File: config.mk
export PLATFORM = sky130hd
export DESIGN_NAME = url_percent_decoder
export DESIGN_NICKNAME = d
export VERILOG_FILES = /design/src/sv/upd_pkg.sv /design/src/sv/url_percent_decoder.sv /design/src/sv/upd_front.sv /design/src/sv/upd_queue.sv /design/src/sv/upd_back.sv
export SDC_FILE = /design/constraint.sdc
export NUM_CORES = 1
export LEC_CHECK = 0
export BUFFER_PORTS_ARGS = -buffer_cell sky130_fd_sc_hd__clkbuf_2
export CELL_PAD_IN_SITES_DETAIL_PLACEMENT = 1
export CELL_PAD_IN_SITES_GLOBAL_PLACEMENT = 1
export CORE_ASPECT_RATIO = 1.5
export CORE_MARGIN = 8
export CORE_UTILIZATION = 29
export CTS_CLUSTER_SIZE = 10
export DETAILED_ROUTE_END_ITERATION = 8
export PLACE_DENSITY = 0.61
export SKIP_LAST_GASP = 1
export SLEW_MARGIN = 15
export SYNTH_ARGS = -nofsm -noshare
export SYNTH_HDL_FRONTEND = slang
export SYNTH_SLANG_ARGS = --single-unit
File: constraint.sdc
create_clock -name clk -period 13.7 [get_ports clk]
set_clock_uncertainty 0.15 [all_clocks]
set_input_delay 1.37 -clock clk [delete_from_list [all_inputs] [get_ports clk]]
set_output_delay 1.37 -clock clk [all_outputs]
set_load 0.02 [all_outputs]
File: src/sv/upd_pkg.sv
// Shared types, character codes and hex helpers for the percent decoder.
// Used by every module of url_percent_decoder; depends on nothing.
package upd_pkg;

  // Character codes
  localparam logic [7:0] ChNul     = 8'h00;
  localparam logic [7:0] ChPercent = 8'h25;
  localparam logic [7:0] ChPlus    = 8'h2B;
  localparam logic [7:0] ChSpace   = 8'h20;

  // Default depth of the command queue between front and back
  localparam int QueueDepth = 2;

  // Most bytes one input character can release
  localparam int MaxBytes = 4;

  // Escape tracking: nothing held, '%' held, '%' plus one hex digit held
  typedef enum logic [1:0] {
    PhIdle  = 2'd0,
    PhPct   = 2'd1,
    PhDigit = 2'd2
  } phase_t;

  // One decoded command: up to four bytes, the last one maybe a terminator
  typedef struct packed {
    logic [MaxBytes-1:0][7:0] bytes;
    logic [2:0]               count;
    logic                     term;
  } cmd_t;

  // Queue status seen by front and back
  typedef struct packed {
    logic full;
    logic empty;
  } q_stat_t;

  function automatic logic is_hex(input logic [7:0] c);
    return (c >= 8'h30 && c <= 8'h39) || (c >= 8'h41 && c <= 8'h46) ||
           (c >= 8'h61 && c <= 8'h66);
  endfunction

  // Nibble value of a hex digit, either case
  function automatic logic [3:0] hex_val(input logic [7:0] c);
    logic [7:0] d;
    if (c >= 8'h61) begin
      d = c - 8'h57;
    end else if (c >= 8'h41) begin
      d = c - 8'h37;
    end else begin
      d = c - 8'h30;
    end
    return d[3:0];
  endfunction

endpackage

File: src/sv/url_percent_decoder.sv
// URL percent decoder: takes one encoded character per beat and gives decoded
// bytes; '%xx' becomes a byte, '+' a space, and a NUL or last-marked character
// ends the string with a NUL byte carrying out_last. A character is accepted
// every cycle while the output keeps up; a character releases at most 4 bytes
// (for a broken escape at the end of a string), and the output sends one byte
// per cycle while out_ready is high. A queue of QDEPTH commands lets input
// run on while the output drains; a byte passes through the queue and the
// back end's command register before it appears.
module url_percent_decoder #(
  parameter int QDEPTH = upd_pkg::QueueDepth
) (
  input  logic       clk,
  input  logic       rst,
  input  logic       in_valid,
  output logic       in_ready,
  input  logic [7:0] in_char,
  input  logic       in_last,
  output logic       out_valid,
  input  logic       out_ready,
  output logic [7:0] out_byte,
  output logic       out_last
);

  upd_pkg::q_stat_t q_stat;
  upd_pkg::cmd_t    wr_cmd, rd_cmd;
  logic             push, pop;

  upd_front u_front (
    .clk      (clk),
    .rst      (rst),
    .in_valid (in_valid),
    .in_char  (in_char),
    .in_last  (in_last),
    .in_ready (in_ready),
    .q_stat   (q_stat),
    .push     (push),
    .cmd      (wr_cmd)
  );

  upd_queue #(
    .QDEPTH (QDEPTH)
  ) u_queue (
    .clk    (clk),
    .rst    (rst),
    .push   (push),
    .wr_cmd (wr_cmd),
    .pop    (pop),
    .rd_cmd (rd_cmd),
    .q_stat (q_stat)
  );

  upd_back u_back (
    .clk       (clk),
    .rst       (rst),
    .rd_cmd    (rd_cmd),
    .q_stat    (q_stat),
    .pop       (pop),
    .out_valid (out_valid),
    .out_ready (out_ready),
    .out_byte  (out_byte),
    .out_last  (out_last)
  );

  // The terminator beat always carries a NUL byte
  a_term_is_nul: assert property (@(posedge clk) disable iff (rst)
    out_valid && out_last |-> out_byte == upd_pkg::ChNul)
    else $error("terminator beat with nonzero byte");

  // Never push into a full queue
  a_no_overflow: assert property (@(posedge clk) disable iff (rst)
    push |-> !q_stat.full)
    else $error("push into full command queue");

  // With nothing queued and nothing shown, no byte can appear next cycle
  a_no_phantom: assert property (@(posedge clk) disable iff (rst)
    q_stat.empty && !out_valid |=> !out_valid)
    else $error("output beat without a queued command");

endmodule

File: src/sv/upd_front.sv
// Front end of the percent decoder: accepts characters, tracks escape state
// and turns each accepted beat into at most one command of up to four bytes. Uses upd_pkg.
module upd_front (
  input  logic            clk,
  input  logic            rst,
  input  logic            in_valid,
  input  logic [7:0]      in_char,
  input  logic            in_last,
  output logic            in_ready,
  input  upd_pkg::q_stat_t q_stat,
  output logic            push,
  output upd_pkg::cmd_t   cmd
);

  upd_pkg::phase_t phase, phase_next;
  logic [7:0]      held, held_next;
  logic            ended, ended_next;
  logic [2:0]      n;
  logic            c_hex;
  logic            accept;

  assign in_ready = !q_stat.full;
  assign accept   = in_valid && in_ready;
  assign push     = accept && (cmd.count != 3'd0);

  // Hold escape state between beats
  always_ff @(posedge clk) begin
    if (rst) begin
      phase <= upd_pkg::PhIdle;
      held  <= '0;
      ended <= 1'b0;
    end else if (accept) begin
      phase <= phase_next;
      held  <= held_next;
      ended <= ended_next;
    end
  end

  // Classify the character and build its byte list
  always_comb begin
    cmd        = '0;
    n          = '0;
    phase_next = phase;
    held_next  = held;
    ended_next = ended;
    c_hex      = upd_pkg::is_hex(in_char);
    if (ended) begin
      // Drop everything up to the last-marked beat
      if (in_last) begin
        ended_next = 1'b0;
        phase_next = upd_pkg::PhIdle;
        held_next  = '0;
      end
    end else if (in_char == upd_pkg::ChNul) begin
      // Flush held characters, then terminate
      if (phase == upd_pkg::PhPct || phase == upd_pkg::PhDigit) begin
        cmd.bytes[n[1:0]] = upd_pkg::ChPercent;
        n = n + 3'd1;
      end
      if (phase == upd_pkg::PhDigit) begin
        cmd.bytes[n[1:0]] = held;
        n = n + 3'd1;
      end
      cmd.bytes[n[1:0]] = upd_pkg::ChNul;
      n = n + 3'd1;
      cmd.term   = 1'b1;
      phase_next = upd_pkg::PhIdle;
      held_next  = '0;
      ended_next = !in_last;
    end else begin
      if (phase == upd_pkg::PhPct && c_hex) begin
        // First digit of an escape
        held_next  = in_char;
        phase_next = upd_pkg::PhDigit;
      end else if (phase == upd_pkg::PhDigit && c_hex) begin
        // Second digit: give the encoded byte
        cmd.bytes[n[1:0]] = {upd_pkg::hex_val(held), upd_pkg::hex_val(in_char)};
        n = n + 3'd1;
        phase_next = upd_pkg::PhIdle;
        held_next  = '0;
      end else begin
        // Plain character or broken escape: flush any held characters literally, then handle the character afresh
        if (phase == upd_pkg::PhPct || phase == upd_pkg::PhDigit) begin
          cmd.bytes[n[1:0]] = upd_pkg::ChPercent;
          n = n + 3'd1;
          held_next = '0;
        end
        if (phase == upd_pkg::PhDigit) begin
          cmd.bytes[n[1:0]] = held;
          n = n + 3'd1;
        end
        if (in_char == upd_pkg::ChPercent) begin
          phase_next = upd_pkg::PhPct;
        end else begin
          phase_next = upd_pkg::PhIdle;
          cmd.bytes[n[1:0]] = (in_char == upd_pkg::ChPlus) ? upd_pkg::ChSpace : in_char;
          n = n + 3'd1;
        end
      end
      // Last-marked character: flush what is still held and terminate
      if (in_last) begin
        if (phase_next == upd_pkg::PhPct || phase_next == upd_pkg::PhDigit) begin
          cmd.bytes[n[1:0]] = upd_pkg::ChPercent;
          n = n + 3'd1;
        end
        if (phase_next == upd_pkg::PhDigit) begin
          cmd.bytes[n[1:0]] = held_next;
          n = n + 3'd1;
        end
        cmd.bytes[n[1:0]] = upd_pkg::ChNul;
        n = n + 3'd1;
        cmd.term   = 1'b1;
        phase_next = upd_pkg::PhIdle;
        held_next  = '0;
      end
    end
    cmd.count = n;
  end

endmodule

File: src/sv/upd_queue.sv
// Short command queue between the front and back of the percent decoder.
// Uses upd_pkg for the command and status types.
module upd_queue #(
  parameter int QDEPTH = upd_pkg::QueueDepth
) (
  input  logic             clk,
  input  logic             rst,
  input  logic             push,
  input  upd_pkg::cmd_t    wr_cmd,
  input  logic             pop,
  output upd_pkg::cmd_t    rd_cmd,
  output upd_pkg::q_stat_t q_stat
);

  localparam int PtrW = (QDEPTH > 1) ? $clog2(QDEPTH) : 1;
  localparam int CntW = $clog2(QDEPTH + 1);
  localparam logic [PtrW-1:0] PtrLast = PtrW'(QDEPTH - 1);
  localparam logic [CntW-1:0] CntFull = CntW'(QDEPTH);

  upd_pkg::cmd_t   slots [QDEPTH];
  logic [PtrW-1:0] wr_ptr, rd_ptr;
  logic [CntW-1:0] count;
  logic            do_push, do_pop;

  assign q_stat.full  = (count == CntFull);
  assign q_stat.empty = (count == '0);
  assign do_push      = push && !q_stat.full;
  assign do_pop       = pop && !q_stat.empty;
  assign rd_cmd       = slots[rd_ptr];

  // Store pushed commands
  always_ff @(posedge clk) begin
    if (do_push) begin
      slots[wr_ptr] <= wr_cmd;
    end
  end

  // Advance pointers and occupancy
  always_ff @(posedge clk) begin
    if (rst) begin
      wr_ptr <= '0;
      rd_ptr <= '0;
      count  <= '0;
    end else begin
      if (do_push) begin
        wr_ptr <= (wr_ptr == PtrLast) ? '0 : wr_ptr + PtrW'(1);
      end
      if (do_pop) begin
        rd_ptr <= (rd_ptr == PtrLast) ? '0 : rd_ptr + PtrW'(1);
      end
      if (do_push && !do_pop) begin
        count <= count + CntW'(1);
      end else if (do_pop && !do_push) begin
        count <= count - CntW'(1);
      end
    end
  end

endmodule

File: src/sv/upd_back.sv
// Back end of the percent decoder: takes commands from the queue and sends
// their bytes one beat at a time. Uses upd_pkg for the command types.
module upd_back (
  input  logic             clk,
  input  logic             rst,
  input  upd_pkg::cmd_t    rd_cmd,
  input  upd_pkg::q_stat_t q_stat,
  output logic             pop,
  output logic             out_valid,
  input  logic             out_ready,
  output logic [7:0]       out_byte,
  output logic             out_last
);

  upd_pkg::cmd_t cur;
  logic          cur_valid;
  logic [1:0]    idx;
  logic          at_end;
  logic          beat;

  assign at_end    = ({1'b0, idx} == cur.count - 3'd1);
  assign beat      = cur_valid && out_ready;
  assign pop       = !q_stat.empty && (!cur_valid || (out_ready && at_end));
  assign out_valid = cur_valid;
  assign out_byte  = cur.bytes[idx];
  assign out_last  = cur.term && at_end;

  // Load the next command or step through the current one
  always_ff @(posedge clk) begin
    if (rst) begin
      cur_valid <= 1'b0;
      idx       <= '0;
    end else if (pop) begin
      cur_valid <= 1'b1;
      idx       <= '0;
    end else if (beat) begin
      if (at_end) begin
        cur_valid <= 1'b0;
      end else begin
        idx <= idx + 2'd1;
      end
    end
  end

  // Hold the command payload
  always_ff @(posedge clk) begin
    if (pop) begin
      cur <= rd_cmd;
    end
  end

endmodule

==> impl_results.md <==
- Status: finished clean
- Inserted Diodes: 0
- Fin crit period: 7.63 ns
- Final net count: 642
- Post-synth EDFFs: 108
- Clock Latency Late Sink: 0.41 ns
- Setup bufs post-CTS: 0
- Htree depth: 4
- Slew of the pin with the lowest slew margin: 1.13 ns
- CP Capture Point: u_queue.slots[1][7]
- First-pass GRT wire length: 31.0 mm
- Max_slew headroom: 24.4%
- IO Count: 24
- Fillers: 2665
- Final Hold Viols: 0
- DRT Pass-1 Iters: 4
- Non-filler cells, final: 938
- Core Rows: 69
- Final Instance Area: 7830 um^2
- Hold-fix buffers, CTS: 0
- Post-Syn Nets: 635
- Max_cap viols: 0
- DP Worst Slack: 5.70 ns
- Placer Congestion: 0.913
- Post-DP HPWL: 14.4 mm
- DRT Wirelength: 19.5 mm
- FF-to-FF End: u_queue.slots[1][7]
- Post-CTS Resized: 0
- Largest net degree at the start of global routing: 41
- Worst-case clock buffer depth: 2
- Synth Instances: 599
- RSZ-0062 raised after global routing: false
- Final Total Pwr: 1.21 mW
- YS warnings: 0
- Synth top area share: 47.1%
- DP Cell Count: 906
- Global route total overflow: 0
- Initial antenna violation count: 0
- Port Buf Inserts: 23
- Min Hold Slack: 0.397 ns
- Async SR Flop Fraction: 0%
- Cell depth of the worst flop-to-flop path: 20
- Initial DRC count: 312
- Final core occ: 33.3%
- GRT Resource Usage Total: 14.1%
- Worst Setup End Kind: flip-flop
- Final setup margin: 6.07 ns
- CTS buffer count: 17
- CTS tree: done
- Core area: 23500 um^2
- Die Ht: 205 um
- Most used flip-flop cell after synthesis: edfxtp_1
- Sequential area share after synthesis: 52.4%
- Drt wl/cell: 20.8 um
- Area delta synth->final: 13.7%
- Flip-flop and latch area: 3600 um^2
- Top post-synthesis cells by area: edfxtp_1 47%, mux2_2 6.4%, dfxtp_1 5.2%
- Mapped Area: 6880 um^2
- Final setup vio count: 0
- Layout cells sized above 1: 20.7%
- LEAKAGE: 2.70 nW
- CTS root buf: clkbuf_16
- CP Max Fanout: 36
- PD cells: 155 nW/um^2
- Initial Utilization: 29.3%
- Routed Antenna Nets: 0
- Met3 Use GR: 2.31%
- Met2 Track Usage GR: 26.0%
- Most common cell in the netlist: edfxtp_1
- Pins Over Slew Limit: 0
- DP Area: 7250 um^2
- FF-to-FF Start: u_front.phase[1]
- Grt peak-use layer: met2
- Die Area: 29000 um^2
- Setup slack, reg-to-reg: 7.50 ns
- Vias in the first global route: 5369
- Library cells used by synthesis: 70
- Cell taking the most area after synthesis: edfxtp_1
- Crit path from: in_char[0]
- Die W: 142 um
- Yosys reg bits: 126
- CP required: 13.60 ns
- Drt drc: 0
- Clk pin slew, worst setup/hold paths: 0.05 ns
- Multi-input logic area: 2990 um^2
- Critical path arrival: 7.53 ns
- Synth cell count leaders: 108 x edfxtp_1, 52 x a21oi_1, 47 x nor2_1
- CTS Sinks: 126
- Min-Delay Path Class: reg -> reg
- Peak VDD IR: 96.1 uV
- Kind of critical path: in -> reg
- Worst setup SP type: input port
- Via Count: 4897
- Vias/cell: 5.22
- Avg Inst Size Synth: 11.5 um^2
- Fmax: 131 MHz
- Fin Setup TNS: 0 ns
- Grt met1 use: 14.7%
- Period utilization: 55.7%
==> sequential cells by signal, indices dropped and copies added (netlist names) <==
register	cells
u_queue.wr_ptr	1
u_back.idx	2
u_front.phase	2
u_back.cur	36
u_queue.count	2
u_front.ended	1
u_queue.rd_ptr	1
u_front.held	8
u_queue.slots	72
u_back.out_valid	1
==> layout make-up <==
cell class / instances / area share [%]
sequential: 126 / 46.0
multi-input combinational: 407 / 38.2
clock buffer: 17 / 5.44
tap: 319 / 5.10
timing repair buffer: 31 / 2.24
clock inverter: 15 / 1.90
inverter: 23 / 1.10
==> where the power goes <==
group	total, mW	switching [mW]	internal, mW
Sequential	0.542	0.0262	0.515
Clock	0.428	0.162	0.266
Combinational	0.244	0.146	0.0983
Total	1.21	0.334	0.879
==> kinds of logic (layout without fill, tap and decap cells) <==
group / after synthesis / after routing / share of synthesized area [%]
AO/OA/AOI/OAI: 159 / 159 / 15.3
flip-flops: 126 / 126 / 52.4
adder cells (fa/ha/maj): 23 / 23 / 4.18
multiplexers: 50 / 50 / 9.44
buffers and inverters: 66 / 86 / 4.26
AND/OR/NAND/NOR: 161 / 161 / 12.6
XOR/XNOR: 14 / 14 / 1.78
==> layout by cell type, fill, tap and decap left out, types with 10 or more instances in the layout <==
| cell | Yosys | routed |
|---|---|---|
| edfxtp_1 | 108 | 108 |
| a21oi_1 | 52 | 51 |
| nor2_1 | 47 | 47 |
| mux2_2 | 39 | 39 |
| nand2_1 | 27 | 27 |
| o21ai_0 | 25 | 25 |
| ha_1 | 23 | 23 |
| clkbuf_2 | 0 | 23 |
| inv_1 | 21 | 21 |
| a31oi_1 | 18 | 18 |
| dfxtp_1 | 18 | 18 |
| clkbuf_16 | 0 | 17 |
| nand3_1 | 16 | 16 |
| nor3_1 | 14 | 14 |
| and3_1 | 10 | 10 |
==> critical path, cell delays in order <==
cell and delay (ns):
clkbuf_2 0.26, inv_2 0.12, ha_1 0.27, nor3b_1 0.17, a221oi_1 0.37, o21ai_1 0.20, a21oi_1 0.90, nor3_1 0.08
a21oi_1 0.29, inv_1 0.12, ha_1 0.31, mux2i_1 0.33, ha_1 0.31, mux2_2 0.27, ha_1 0.31, nor2b_1 0.32
a21oi_1 0.12, o21ai_0 0.15, a31oi_1 0.08, a311o_1 0.42, a21oi_2 0.17, and2_1 0.14, buf_4 0.41
==> worst min path at each step <==
stage | slack (ns) | to | from | depth (start not counted)
3_3_place_gp | 0.35 | u_queue.count[1] | u_queue.count[1] | 2
4_1_cts | 0.40 | u_back.cur[11] | u_queue.slots[1][11] | 1
6_report | 0.40 | u_back.cur[0] | u_queue.slots[1][0] | 1
3_5_place_dp | 0.38 | u_back.cur[11] | u_queue.slots[1][11] | 1
2_1_floorplan | 0.33 | u_front.phase[1] | u_front.phase[1] | 2
5_1_grt | 0.41 | u_back.cur[32] | u_queue.slots[1][32] | 1
==> routing by layer <==
| metal | share of wire (%) | vias up |
|---|---|---|
| li1 | - | 2275 |
| met1 | 39 | 2449 |
| met2 | 53 | 127 |
| met3 | 2.7 | 46 |
| met4 | 4.7 | 0 |
| met5 | 0 | - |
(Power assumes the default switching activity.)
